$ cat src/rtl/core/fcc_pkg.sv
// Shared types, constants and helpers of the fan curve controller.
// No dependencies; used by fcc_div and fan_curve_controller_core.

package fcc_pkg;

    // Serial divider operand widths
    localparam int DIV_N_W = 19;
    localparam int DIV_D_W = 10;

    // Curve storage is fixed at eight packed bytes
    localparam int CURVE_W        = 64;
    localparam int CURVE_SLOTS    = 8;
    localparam int DEFAULT_MAX_POINTS = 8;

    // Field widths
    localparam int TEMP_IN_W = 18;
    localparam int DEG_W     = 11;
    localparam int DUTY_W    = 8;
    localparam int CFG_IDX_W = 3;
    localparam int CFG_DAT_W = 64;

    // Millidegrees to degrees: q = (m * RECIP_1000) >> RECIP_SHIFT,
    // exact for every 18 bit input magnitude (up to 2^17)
    localparam int                 RECIP_W     = 19;
    localparam int                 RECIP_SHIFT = 28;
    localparam logic [RECIP_W-1:0] RECIP_1000  = 19'd268436;

    // Constants
    localparam logic [DUTY_W-1:0]  DUTY_FULL     = 8'd255;

    // Register reset values
    localparam logic [7:0] START_TEMP_RST = 8'd50;
    localparam logic [7:0] HYST_RST       = 8'd2;
    localparam logic [7:0] EMERG_TEMP_RST = 8'd85;
    localparam logic [3:0] POINT_CNT_RST  = 4'd0;

    // Configuration register indexes
    typedef enum logic [CFG_IDX_W-1:0] {
        CFG_START_TEMP   = 3'd0,
        CFG_HYSTERESIS   = 3'd1,
        CFG_EMERG_TEMP   = 3'd2,
        CFG_POINT_COUNT  = 3'd3,
        CFG_CURVE_TEMPS  = 3'd4,
        CFG_CURVE_DUTIES = 3'd5
    } cfg_idx_t;

    // Sequencer states
    typedef enum logic [3:0] {
        S_IDLE,
        S_TDIV,
        S_DECIDE,
        S_CURVE,
        S_WALK,
        S_MUL1,
        S_MUL2,
        S_DSET,
        S_DWAIT,
        S_FINISH
    } state_t;

    // Divider status towards the sequencer
    typedef struct packed {
        logic                busy;
        logic                done;
        logic [DIV_N_W-1:0]  quotient;
    } div_stat_t;

    // Byte i of a packed curve word
    function automatic logic [7:0] point_byte(input logic [CURVE_W-1:0] word,
                                              input logic [2:0] idx);
        point_byte = word[idx*8 +: 8];
    endfunction

endpackage

$ cat src/rtl/core/fcc_div.sv
// Restoring serial divider, one quotient bit per cycle.
// Depends on fcc_pkg for operand widths and the status struct.

module fcc_div
(
    input  logic                           clk,
    input  logic                           rst_n,
    input  logic                           start,
    input  logic [fcc_pkg::DIV_N_W-1:0]    dividend,
    input  logic [fcc_pkg::DIV_D_W-1:0]    divisor,
    output fcc_pkg::div_stat_t             stat
);

    localparam int N_W   = fcc_pkg::DIV_N_W;
    localparam int D_W   = fcc_pkg::DIV_D_W;
    localparam int CNT_W = $clog2(N_W);

    logic [N_W-1:0]   quo_reg;
    logic [D_W-1:0]   rem_reg;
    logic [D_W-1:0]   dsr_reg;
    logic [CNT_W-1:0] cnt_reg;
    logic             busy_reg;
    logic             done_reg;

    logic [D_W:0]     shifted;
    logic [D_W+1:0]   trial;
    logic             qbit;

    // Trial subtraction of one step
    assign shifted = {rem_reg, quo_reg[N_W-1]};
    assign trial   = {1'b0, shifted} - {2'b00, dsr_reg};
    assign qbit    = ~trial[D_W+1];

    always_ff @(posedge clk or negedge rst_n)
    begin
        if (!rst_n)
        begin
            busy_reg <= 1'b0;
            done_reg <= 1'b0;
            cnt_reg  <= '0;
        end
        else if (start)
        begin
            busy_reg <= 1'b1;
            done_reg <= 1'b0;
            cnt_reg  <= '0;
        end
        else if (busy_reg)
        begin
            cnt_reg <= cnt_reg + 1'b1;
            if (cnt_reg == CNT_W'(N_W - 1))
            begin
                busy_reg <= 1'b0;
                done_reg <= 1'b1;
            end
        end
        else
        begin
            done_reg <= 1'b0;
        end
    end

    // Operand and partial remainder registers
    always_ff @(posedge clk)
    begin
        if (start)
        begin
            quo_reg <= dividend;
            rem_reg <= '0;
            dsr_reg <= divisor;
        end
        else if (busy_reg)
        begin
            quo_reg <= {quo_reg[N_W-2:0], qbit};
            rem_reg <= qbit ? trial[D_W-1:0] : shifted[D_W-1:0];
        end
    end

    assign stat.busy     = busy_reg;
    assign stat.done     = done_reg;
    assign stat.quotient = quo_reg;

endmodule

$ cat src/rtl/core/fan_curve_controller_core.sv
// Fan curve controller top level: configuration registers, sequencer, datapath.
// Depends on fcc_pkg and fcc_div.

// Takes one temperature sample in millidegrees and returns one fan duty item
// with a write strobe and an emergency flag. A sample is turned into whole
// degrees by a reciprocal multiply and registered; an emergency or held duty is
// then decided and such an item is loaded into the output register, as is a
// curve answer from the zero region or an end point. An interpolated duty adds
// a segment walk of one point per cycle (one to MAX_POINTS-1), the multiply
// states S_MUL1 and S_MUL2, the set-up state S_DSET and the 19-step serial
// divider. The input is stalled from acceptance until the result is loaded
// into the output register, and the next sample can be accepted in the cycle
// after; a result left waiting there does not stop the next sample from being
// taken.
// Configuration writes are always accepted and must be made while idle.

module fan_curve_controller_core
#(
    parameter int MAX_POINTS = fcc_pkg::DEFAULT_MAX_POINTS
)
(
    input  logic                                 clk,
    input  logic                                 rst_n,

    input  logic                                 in_valid,
    output logic                                 in_stall,
    input  logic signed [fcc_pkg::TEMP_IN_W-1:0] temp_millideg,

    output logic                                 out_valid,
    input  logic                                 out_stall,
    output logic [fcc_pkg::DUTY_W-1:0]           duty,
    output logic                                 write_strobe,
    output logic                                 emergency,

    input  logic                                 cfg_valid,
    output logic                                 cfg_ready,
    input  logic [fcc_pkg::CFG_IDX_W-1:0]        cfg_index,
    input  logic [fcc_pkg::CFG_DAT_W-1:0]        cfg_data
);

    localparam int PIDX_W     = (MAX_POINTS > 1) ? $clog2(MAX_POINTS) : 1;
    localparam int DEG_W      = fcc_pkg::DEG_W;
    localparam int N_W        = fcc_pkg::DIV_N_W;
    localparam int D_W        = fcc_pkg::DIV_D_W;
    localparam int TEMP_MAG_W = fcc_pkg::TEMP_IN_W;
    localparam int PROD_W     = TEMP_MAG_W + fcc_pkg::RECIP_W;
    localparam int QDEG_W     = PROD_W - fcc_pkg::RECIP_SHIFT;

    // Configuration registers
    logic [7:0]                    start_temp_reg;
    logic [7:0]                    hyst_reg;
    logic [7:0]                    emerg_temp_reg;
    logic [3:0]                    point_cnt_reg;
    logic [fcc_pkg::CURVE_W-1:0]   curve_temps_reg;
    logic [fcc_pkg::CURVE_W-1:0]   curve_duties_reg;

    // Sequencer and state
    fcc_pkg::state_t               state_reg, state_next;
    logic                          ev_valid_reg;
    logic signed [DEG_W-1:0]       last_eval_reg;
    logic                          wr_valid_reg;
    logic [7:0]                    last_wr_reg;

    // Working registers
    logic                          neg_in_reg;
    logic [TEMP_MAG_W-1:0]         mag_reg;
    logic signed [DEG_W-1:0]       temp_reg;
    logic [PIDX_W-1:0]             idx_reg;
    logic [7:0]                    tl_reg;
    logic [7:0]                    dl_reg;
    logic [7:0]                    dh_reg;
    logic signed [8:0]             dt_reg;
    logic signed [19:0]            acc_reg;
    logic                          neg_q_reg;
    logic [7:0]                    duty_reg;
    logic                          emerg_reg;

    // Output register
    logic                          out_valid_reg;
    logic [7:0]                    out_duty_reg;
    logic                          out_strobe_reg;
    logic                          out_emerg_reg;

    // Control strobes
    logic                          div_start;
    logic                          out_load;

    fcc_pkg::div_stat_t            div_stat;
    logic [N_W-1:0]                div_dividend;
    logic [D_W-1:0]                div_divisor;

    // Configuration writes
    assign cfg_ready = 1'b1;

    always_ff @(posedge clk or negedge rst_n)
    begin
        if (!rst_n)
        begin
            start_temp_reg   <= fcc_pkg::START_TEMP_RST;
            hyst_reg         <= fcc_pkg::HYST_RST;
            emerg_temp_reg   <= fcc_pkg::EMERG_TEMP_RST;
            point_cnt_reg    <= fcc_pkg::POINT_CNT_RST;
            curve_temps_reg  <= '0;
            curve_duties_reg <= '0;
        end
        else if (cfg_valid && cfg_ready)
        begin
            case (cfg_index)
                fcc_pkg::CFG_START_TEMP:   start_temp_reg   <= cfg_data[7:0];
                fcc_pkg::CFG_HYSTERESIS:   hyst_reg         <= cfg_data[7:0];
                fcc_pkg::CFG_EMERG_TEMP:   emerg_temp_reg   <= cfg_data[7:0];
                fcc_pkg::CFG_POINT_COUNT:  point_cnt_reg    <= cfg_data[3:0];
                fcc_pkg::CFG_CURVE_TEMPS:  curve_temps_reg  <= cfg_data;
                fcc_pkg::CFG_CURVE_DUTIES: curve_duties_reg <= cfg_data;
                default: ;
            endcase
        end
    end

    // Derived values
    logic [3:0]              n_eff;
    logic [PIDX_W-1:0]       last_idx;
    logic [PIDX_W-1:0]       idx_lo;
    logic [7:0]              t_first, d_first, t_last, d_last;
    logic [7:0]              t_hi, d_hi, t_lo, d_lo;
    logic signed [DEG_W-1:0] start_ext, emerg_ext;
    logic signed [DEG_W-1:0] t_first_ext, t_last_ext, t_hi_ext;
    logic signed [DEG_W-1:0] temp_deg;
    logic signed [DEG_W-1:0] temp_diff;
    logic [DEG_W-1:0]        diff_mag;
    logic                    do_eval;
    logic [TEMP_MAG_W-1:0]   in_mag;
    logic [PROD_W-1:0]       recip_prod;
    logic [QDEG_W-1:0]       deg_mag;

    assign n_eff    = (point_cnt_reg > 4'(MAX_POINTS)) ? 4'(MAX_POINTS) : point_cnt_reg;
    assign last_idx = PIDX_W'(n_eff - 4'd1);
    assign idx_lo   = idx_reg - 1'b1;

    assign t_first = fcc_pkg::point_byte(curve_temps_reg, 3'd0);
    assign d_first = fcc_pkg::point_byte(curve_duties_reg, 3'd0);
    assign t_last  = fcc_pkg::point_byte(curve_temps_reg, 3'(last_idx));
    assign d_last  = fcc_pkg::point_byte(curve_duties_reg, 3'(last_idx));
    assign t_hi    = fcc_pkg::point_byte(curve_temps_reg, 3'(idx_reg));
    assign d_hi    = fcc_pkg::point_byte(curve_duties_reg, 3'(idx_reg));
    assign t_lo    = fcc_pkg::point_byte(curve_temps_reg, 3'(idx_lo));
    assign d_lo    = fcc_pkg::point_byte(curve_duties_reg, 3'(idx_lo));

    assign start_ext   = {{3{start_temp_reg[7]}}, start_temp_reg};
    assign emerg_ext   = {{3{emerg_temp_reg[7]}}, emerg_temp_reg};
    assign t_first_ext = {3'b000, t_first};
    assign t_last_ext  = {3'b000, t_last};
    assign t_hi_ext    = {3'b000, t_hi};

    // Degrees from the sample magnitude by reciprocal multiply, truncated toward zero
    assign recip_prod = PROD_W'(mag_reg) * PROD_W'(fcc_pkg::RECIP_1000);
    assign deg_mag    = recip_prod[PROD_W-1:fcc_pkg::RECIP_SHIFT];
    assign temp_deg   = neg_in_reg ? -DEG_W'(deg_mag) : DEG_W'(deg_mag);

    // Hysteresis test
    assign temp_diff = temp_reg - last_eval_reg;
    assign diff_mag  = temp_diff[DEG_W-1] ? DEG_W'(-temp_diff) : DEG_W'(temp_diff);
    assign do_eval   = !ev_valid_reg || (diff_mag >= {3'b000, hyst_reg});

    // Magnitude of the incoming sample
    assign in_mag = temp_millideg[TEMP_MAG_W-1] ? TEMP_MAG_W'(-temp_millideg)
                                                : TEMP_MAG_W'(temp_millideg);

    // Divider operand set-up for the interpolation
    logic [19:0]  num_mag;
    logic [7:0]   dt_mag;
    logic [N_W-1:0] interp_dividend;

    assign num_mag = acc_reg[19] ? 20'(-acc_reg) : 20'(acc_reg);
    assign dt_mag  = dt_reg[8] ? 8'(-dt_reg) : 8'(dt_reg);
    assign interp_dividend = {num_mag[N_W-2:0], 1'b0} + N_W'(dt_mag);

    assign div_dividend = interp_dividend;
    assign div_divisor  = {1'b0, dt_mag, 1'b0};

    fcc_div u_div
    (
        .clk      (clk),
        .rst_n    (rst_n),
        .start    (div_start),
        .dividend (div_dividend),
        .divisor  (div_divisor),
        .stat     (div_stat)
    );

    // Walk and segment arithmetic
    logic                    seg_found;
    logic signed [DEG_W-1:0] dtemp;
    logic signed [8:0]       dduty;
    logic signed [19:0]      prod2;
    logic signed [17:0]      prod1;
    logic [7:0]              interp_duty;
    logic [7:0]              strobe_duty;
    logic                    strobe;

    assign seg_found = (temp_reg <= t_hi_ext) || (idx_reg == last_idx);
    assign dtemp     = temp_reg - $signed({3'b000, tl_reg});
    assign dduty     = $signed({1'b0, dh_reg}) - $signed({1'b0, dl_reg});
    assign prod1     = $signed({1'b0, dl_reg}) * dt_reg;
    assign prod2     = dtemp * dduty;

    // Rounded quotient, clamped to the duty range
    assign interp_duty = neg_q_reg ? 8'd0
                       : (|div_stat.quotient[N_W-1:8]) ? fcc_pkg::DUTY_FULL
                       : div_stat.quotient[7:0];

    assign strobe_duty = duty_reg;
    assign strobe      = (strobe_duty != 8'd0) &&
                         (!wr_valid_reg || (strobe_duty != last_wr_reg));

    // Next state
    always_comb
    begin
        state_next = state_reg;
        case (state_reg)
            fcc_pkg::S_IDLE:
                if (in_valid)
                    state_next = fcc_pkg::S_TDIV;
            fcc_pkg::S_TDIV:
                state_next = fcc_pkg::S_DECIDE;
            fcc_pkg::S_DECIDE:
                if (temp_reg >= emerg_ext || !do_eval)
                    state_next = fcc_pkg::S_FINISH;
                else
                    state_next = fcc_pkg::S_CURVE;
            fcc_pkg::S_CURVE:
                if (temp_reg <= start_ext || n_eff == 4'd0 ||
                    temp_reg <= t_first_ext || temp_reg >= t_last_ext)
                    state_next = fcc_pkg::S_FINISH;
                else
                    state_next = fcc_pkg::S_WALK;
            fcc_pkg::S_WALK:
                if (seg_found)
                    state_next = (t_hi == t_lo) ? fcc_pkg::S_FINISH : fcc_pkg::S_MUL1;
            fcc_pkg::S_MUL1:
                state_next = fcc_pkg::S_MUL2;
            fcc_pkg::S_MUL2:
                state_next = fcc_pkg::S_DSET;
            fcc_pkg::S_DSET:
                state_next = fcc_pkg::S_DWAIT;
            fcc_pkg::S_DWAIT:
                if (div_stat.done)
                    state_next = fcc_pkg::S_FINISH;
            fcc_pkg::S_FINISH:
                if (out_load)
                    state_next = fcc_pkg::S_IDLE;
            default:
                state_next = fcc_pkg::S_IDLE;
        endcase
    end

    // Control outputs
    always_comb
    begin
        in_stall     = 1'b1;
        div_start    = 1'b0;
        out_load     = 1'b0;
        case (state_reg)
            fcc_pkg::S_IDLE:
                in_stall = 1'b0;
            fcc_pkg::S_DSET:
                div_start = 1'b1;
            fcc_pkg::S_FINISH:
                out_load = !out_valid_reg || !out_stall;
            default: ;
        endcase
    end

    always_ff @(posedge clk or negedge rst_n)
    begin
        if (!rst_n)
            state_reg <= fcc_pkg::S_IDLE;
        else
            state_reg <= state_next;
    end

    // Controller state: last evaluated temperature and last written duty
    always_ff @(posedge clk or negedge rst_n)
    begin
        if (!rst_n)
        begin
            ev_valid_reg  <= 1'b0;
            last_eval_reg <= '0;
            wr_valid_reg  <= 1'b0;
            last_wr_reg   <= '0;
        end
        else
        begin
            if (state_reg == fcc_pkg::S_DECIDE && temp_reg < emerg_ext && do_eval)
            begin
                ev_valid_reg  <= 1'b1;
                last_eval_reg <= temp_reg;
            end
            if (out_load && strobe)
            begin
                wr_valid_reg <= 1'b1;
                last_wr_reg  <= strobe_duty;
            end
        end
    end

    // Datapath working registers
    always_ff @(posedge clk)
    begin
        case (state_reg)
            fcc_pkg::S_IDLE:
            begin
                neg_in_reg <= temp_millideg[fcc_pkg::TEMP_IN_W-1];
                mag_reg    <= in_mag;
            end
            fcc_pkg::S_TDIV:
                temp_reg <= temp_deg;
            fcc_pkg::S_DECIDE:
            begin
                emerg_reg <= 1'b0;
                if (temp_reg >= emerg_ext)
                begin
                    duty_reg  <= fcc_pkg::DUTY_FULL;
                    emerg_reg <= 1'b1;
                end
                else if (!do_eval)
                    duty_reg <= wr_valid_reg ? last_wr_reg : 8'd0;
            end
            fcc_pkg::S_CURVE:
            begin
                idx_reg <= PIDX_W'(1);
                if (temp_reg <= start_ext || n_eff == 4'd0)
                    duty_reg <= 8'd0;
                else if (temp_reg <= t_first_ext)
                    duty_reg <= d_first;
                else if (temp_reg >= t_last_ext)
                    duty_reg <= d_last;
            end
            fcc_pkg::S_WALK:
            begin
                if (seg_found)
                begin
                    tl_reg   <= t_lo;
                    dl_reg   <= d_lo;
                    dh_reg   <= d_hi;
                    dt_reg   <= $signed({1'b0, t_hi}) - $signed({1'b0, t_lo});
                    duty_reg <= d_lo;
                end
                else
                    idx_reg <= idx_reg + 1'b1;
            end
            fcc_pkg::S_MUL1:
                acc_reg <= 20'(prod1);
            fcc_pkg::S_MUL2:
                acc_reg <= acc_reg + prod2;
            fcc_pkg::S_DSET:
                neg_q_reg <= acc_reg[19] ^ dt_reg[8];
            fcc_pkg::S_DWAIT:
                if (div_stat.done)
                    duty_reg <= interp_duty;
            default: ;
        endcase
    end

    // Output register
    always_ff @(posedge clk or negedge rst_n)
    begin
        if (!rst_n)
            out_valid_reg <= 1'b0;
        else if (out_load)
            out_valid_reg <= 1'b1;
        else if (!out_stall)
            out_valid_reg <= 1'b0;
    end

    always_ff @(posedge clk)
    begin
        if (out_load)
        begin
            out_duty_reg   <= duty_reg;
            out_strobe_reg <= strobe;
            out_emerg_reg  <= emerg_reg;
        end
    end

    assign out_valid    = out_valid_reg;
    assign duty         = out_duty_reg;
    assign write_strobe = out_strobe_reg;
    assign emergency    = out_emerg_reg;

endmodule
$ cat config.mk
export PLATFORM = sky130hd
export DESIGN_NAME = fan_curve_controller_core
export DESIGN_NICKNAME = d
export VERILOG_FILES = /design/src/rtl/core/fcc_pkg.sv /design/src/rtl/core/fcc_div.sv /design/src/rtl/core/fan_curve_controller_core.sv
export SDC_FILE = /design/constraint.sdc
export NUM_CORES = 2
export LEC_CHECK = 0
export ABC_AREA = 1
export BUFFER_PORTS_ARGS = -buffer_cell sky130_fd_sc_hd__buf_2
export CORE_MARGIN = 2
export CORE_UTILIZATION = 30
export CTS_CLUSTER_DIAMETER = 100
export DETAILED_ROUTE_END_ITERATION = 6
export PLACE_DENSITY = 0.55
export SLEW_MARGIN = 20
export SYNTH_ARGS = -nofsm -noshare
export SYNTH_HDL_FRONTEND = slang
export SYNTH_SLANG_ARGS = --single-unit
$ cat constraint.sdc
create_clock -name clk -period 6.7 [get_ports clk]
set_clock_uncertainty 0.15 [all_clocks]
set_input_delay 0 -clock clk [delete_from_list [all_inputs] [get_ports clk]]
set_output_delay 0 -clock clk [all_outputs]
set_load 0.01 [all_outputs]
==> metrics.yaml <==
status: "finished clean"
ioPinCount: 103
drv_cap: 0
fin_area_sq_um: 38100
synth-warning-count: 0
post_synth_fa_ha_maj_area_fraction_pct: 26.1
worstReg2RegEnd: "acc_reg[15]"
synth.distinct_cells: 58
grt_pass1_vias: 27100
path_clk_slew_ps: 60
yosys.area_share.simple_pct: 16.8
reg2reg_from: "temp_reg[0]"
postSynthAreaPerCell_sq_um: 7.70
relSlewSlack_pct: 30.4
slowest_delay_ps: 500
syn_to_final_growth_pct: 18.1
ctsLongestPathBuffers: 3
critPathLaunchType: "flip-flop"
drtIter0Drc: 2042
synthArstFlopShare_pct: 56.9
wl_mm: 96.0
die_x_um: 332
use_met3_pct: 1.80
rsz0062_at_grt: "true"
met1_usage_pct: 22.8
num_rows: 120
cts_root_buf: "clkbuf_16"
grt_max_degree: 95
synth_compound_area_share_pct: 15.0
required_ps: 6870
syn_nets: 4835
nets: 5078
clock_latency_ps: 600
avgRoutedWirePerCell_um: 16.4
initial_core_util_pct: 30.2
utilization_pct: 35.6
core_sq_um: 107000
grt-ovfl-total: 0
via_count: 28000
ant_nets: 0
worstSetupStartpoint: "temp_reg[0]"
drc_errors: 0
diodes: 0
top_usage_layer: "met2"
finalSetupTns_ps: 0
port_buffers: 101
worstMarginPinSlew_ps: 1040
synth-xor-area-share_pct: 3.17
synth_mux_area_share_pct: 0.0698
finalCriticalPeriod_ps: 6540
cp-end-kind: "flip-flop"
ff2ff_path_depth: 32
cts.sinks: 332
layout.cells.non_filler: 5865
grt_pass1_wl_mm: 150
cts_buffers: 42
htree_levels: 2
n_fill_cell: 11200
finalHoldViolations: 0
syn_area_sq_um: 32300
place_inst: 5659
cp.arrival_ps: 6720
antenna_found_initial: 2
slowest_stage: "fa_1"
crit_type: "reg -> reg"
gp_congestion: 0.885
regToRegSetupSlack_ps: 160
tritoncts: "done"
regArea_sq_um: 8930
synth_edf_count: 133
die_area_sq_um: 110000
seq_area_frac_synth_pct: 27.7
hold_path_class: "in -> reg"
dp_hpwl_mm: 75.1
ys_ff_latch: 332
synth_top_family_by_area: "adder cells"
place_area_sq_um: 34800
synth_ff_type: "dfrtp_1"
fp.dieH_um: 332
fmax_mhz: 153
cp_max_fo: 7
setup_viol: 0
path_common_cell: "fa_1"
fin_crit_sh_pct: 97.7
critPathCapture: "acc_reg[15]"
layout-drive-gt1-share_pct: 11.0
vias_per_cell: 4.77
synthCells: 4187
use_met2_pct: 29.0
slew_viol_final: 0
grtUsageTotal_pct: 17.1
multiInputGateArea_sq_um: 20300
first_pass_iters: 6
cell usage in the layout (no fill, tap or decap), types with 67 or more instances in the layout:
cell type,count
buf_2,101
nand3_1,78
ha_1,350
buf_4,116
a21oi_1,274
xor2_1,67
dfrtp_1,181
o21ai_0,472
nand2_1,818
dlygate4sd3_1,110
fa_1,188
edfxtp_1,133
nor2_1,257
inv_1,766
how the worst min path moves through the flow:
| stage | cells past startpoint | start | endpoint |
|---|---|---|---|
| 2_1_floorplan | 0 | rst_n | curve_duties_reg[0] |
| 3_3_place_gp | 1 | rst_n | last_wr_reg[6] |
| 3_5_place_dp | 1 | rst_n | last_wr_reg[6] |
| 4_1_cts | 5 | in_valid | state_reg[3] |
| 5_1_grt | 4 | cfg_data[54] | curve_duties_reg[54] |
| 6_report | 5 | in_valid | state_reg[3] |
area by class of cell:
type	instances	share of cell area (%)
Tap cell	1403	4.61
Clock inverter	22	0.660
Timing Repair Buffer	341	7.03
Inverter	798	7.88
Multi-Input combinational cell	2915	53.4
Sequential cell	332	23.4
Clock buffer	54	3.01
cell usage after synthesis (12+ instances only):
master	number	area, sq um
or2_2	13	81.3
o21ai_0	485	2430
nor4_1	14	87.6
edfxtp_1	133	3990
ha_1	365	4570
clkbuf_1	118	443
dfrtp_1	181	4530
inv_1	785	2950
nand3_1	80	400
nor2_1	277	1040
nand4_1	33	206
xor2_1	69	604
nor3_1	41	205
o211ai_1	16	120
a31oi_1	27	169
o21bai_1	12	90.1
buf_1	12	45.0
a21oi_1	296	1480
o22ai_1	19	119
xnor2_1	41	359
nand2_1	842	3160
fa_1	193	3860
timing repair:
action | in CTS | in global routing
hold buffers | 111 | 0
gates resized for setup | 6 | 155
endpoints found under the setup margin | 8 | 12
cloned | 0 | 1
setup buffers | 0 | 17
pin swaps | 2 | 87
hold endpoints to repair | 369 | 0
kinds of logic after synthesis:
group           count (synthesis)
simple gates                 1333
buf+inv                       940
compound gates                908
fa+ha+maj                     558
flops                         332
xor+xnor                      113
mux                             2
other cells                     1
routing by layer:
| layer | vias to the layer above | routed length (um) |
|---|---|---|
| met5 | - | 0 |
| met4 | 0 | 3040 |
| met3 | 151 | 4440 |
| met2 | 686 | 45400 |
| met1 | 13200 | 43100 |
| li1 | 13900 | - |
metrics by stage:
step           hold slack [ps]  setup slack [ps]
2_1_floorplan             -446              3.58
3_3_place_gp              -151             -42.5
3_5_place_dp              -146              -137
4_1_cts                   29.4              10.1
5_1_grt                   89.7              -141
6_report                  47.2               155
worst max-delay path: cells and delay by family, from the launching register on:
kind,cells,cell delay [ps]
AOI/OAI and AO/OA,6,820
xor gates and xnor gates,1,130
adders and majority gates,8,3250
buffers and inverters,8,710
DFF,1,390
and+or+nand+nor,9,790
Power is left out: the tool's default activity adds up to more than one toggle a clock period on the data nets, which glitch-free logic cannot reach.
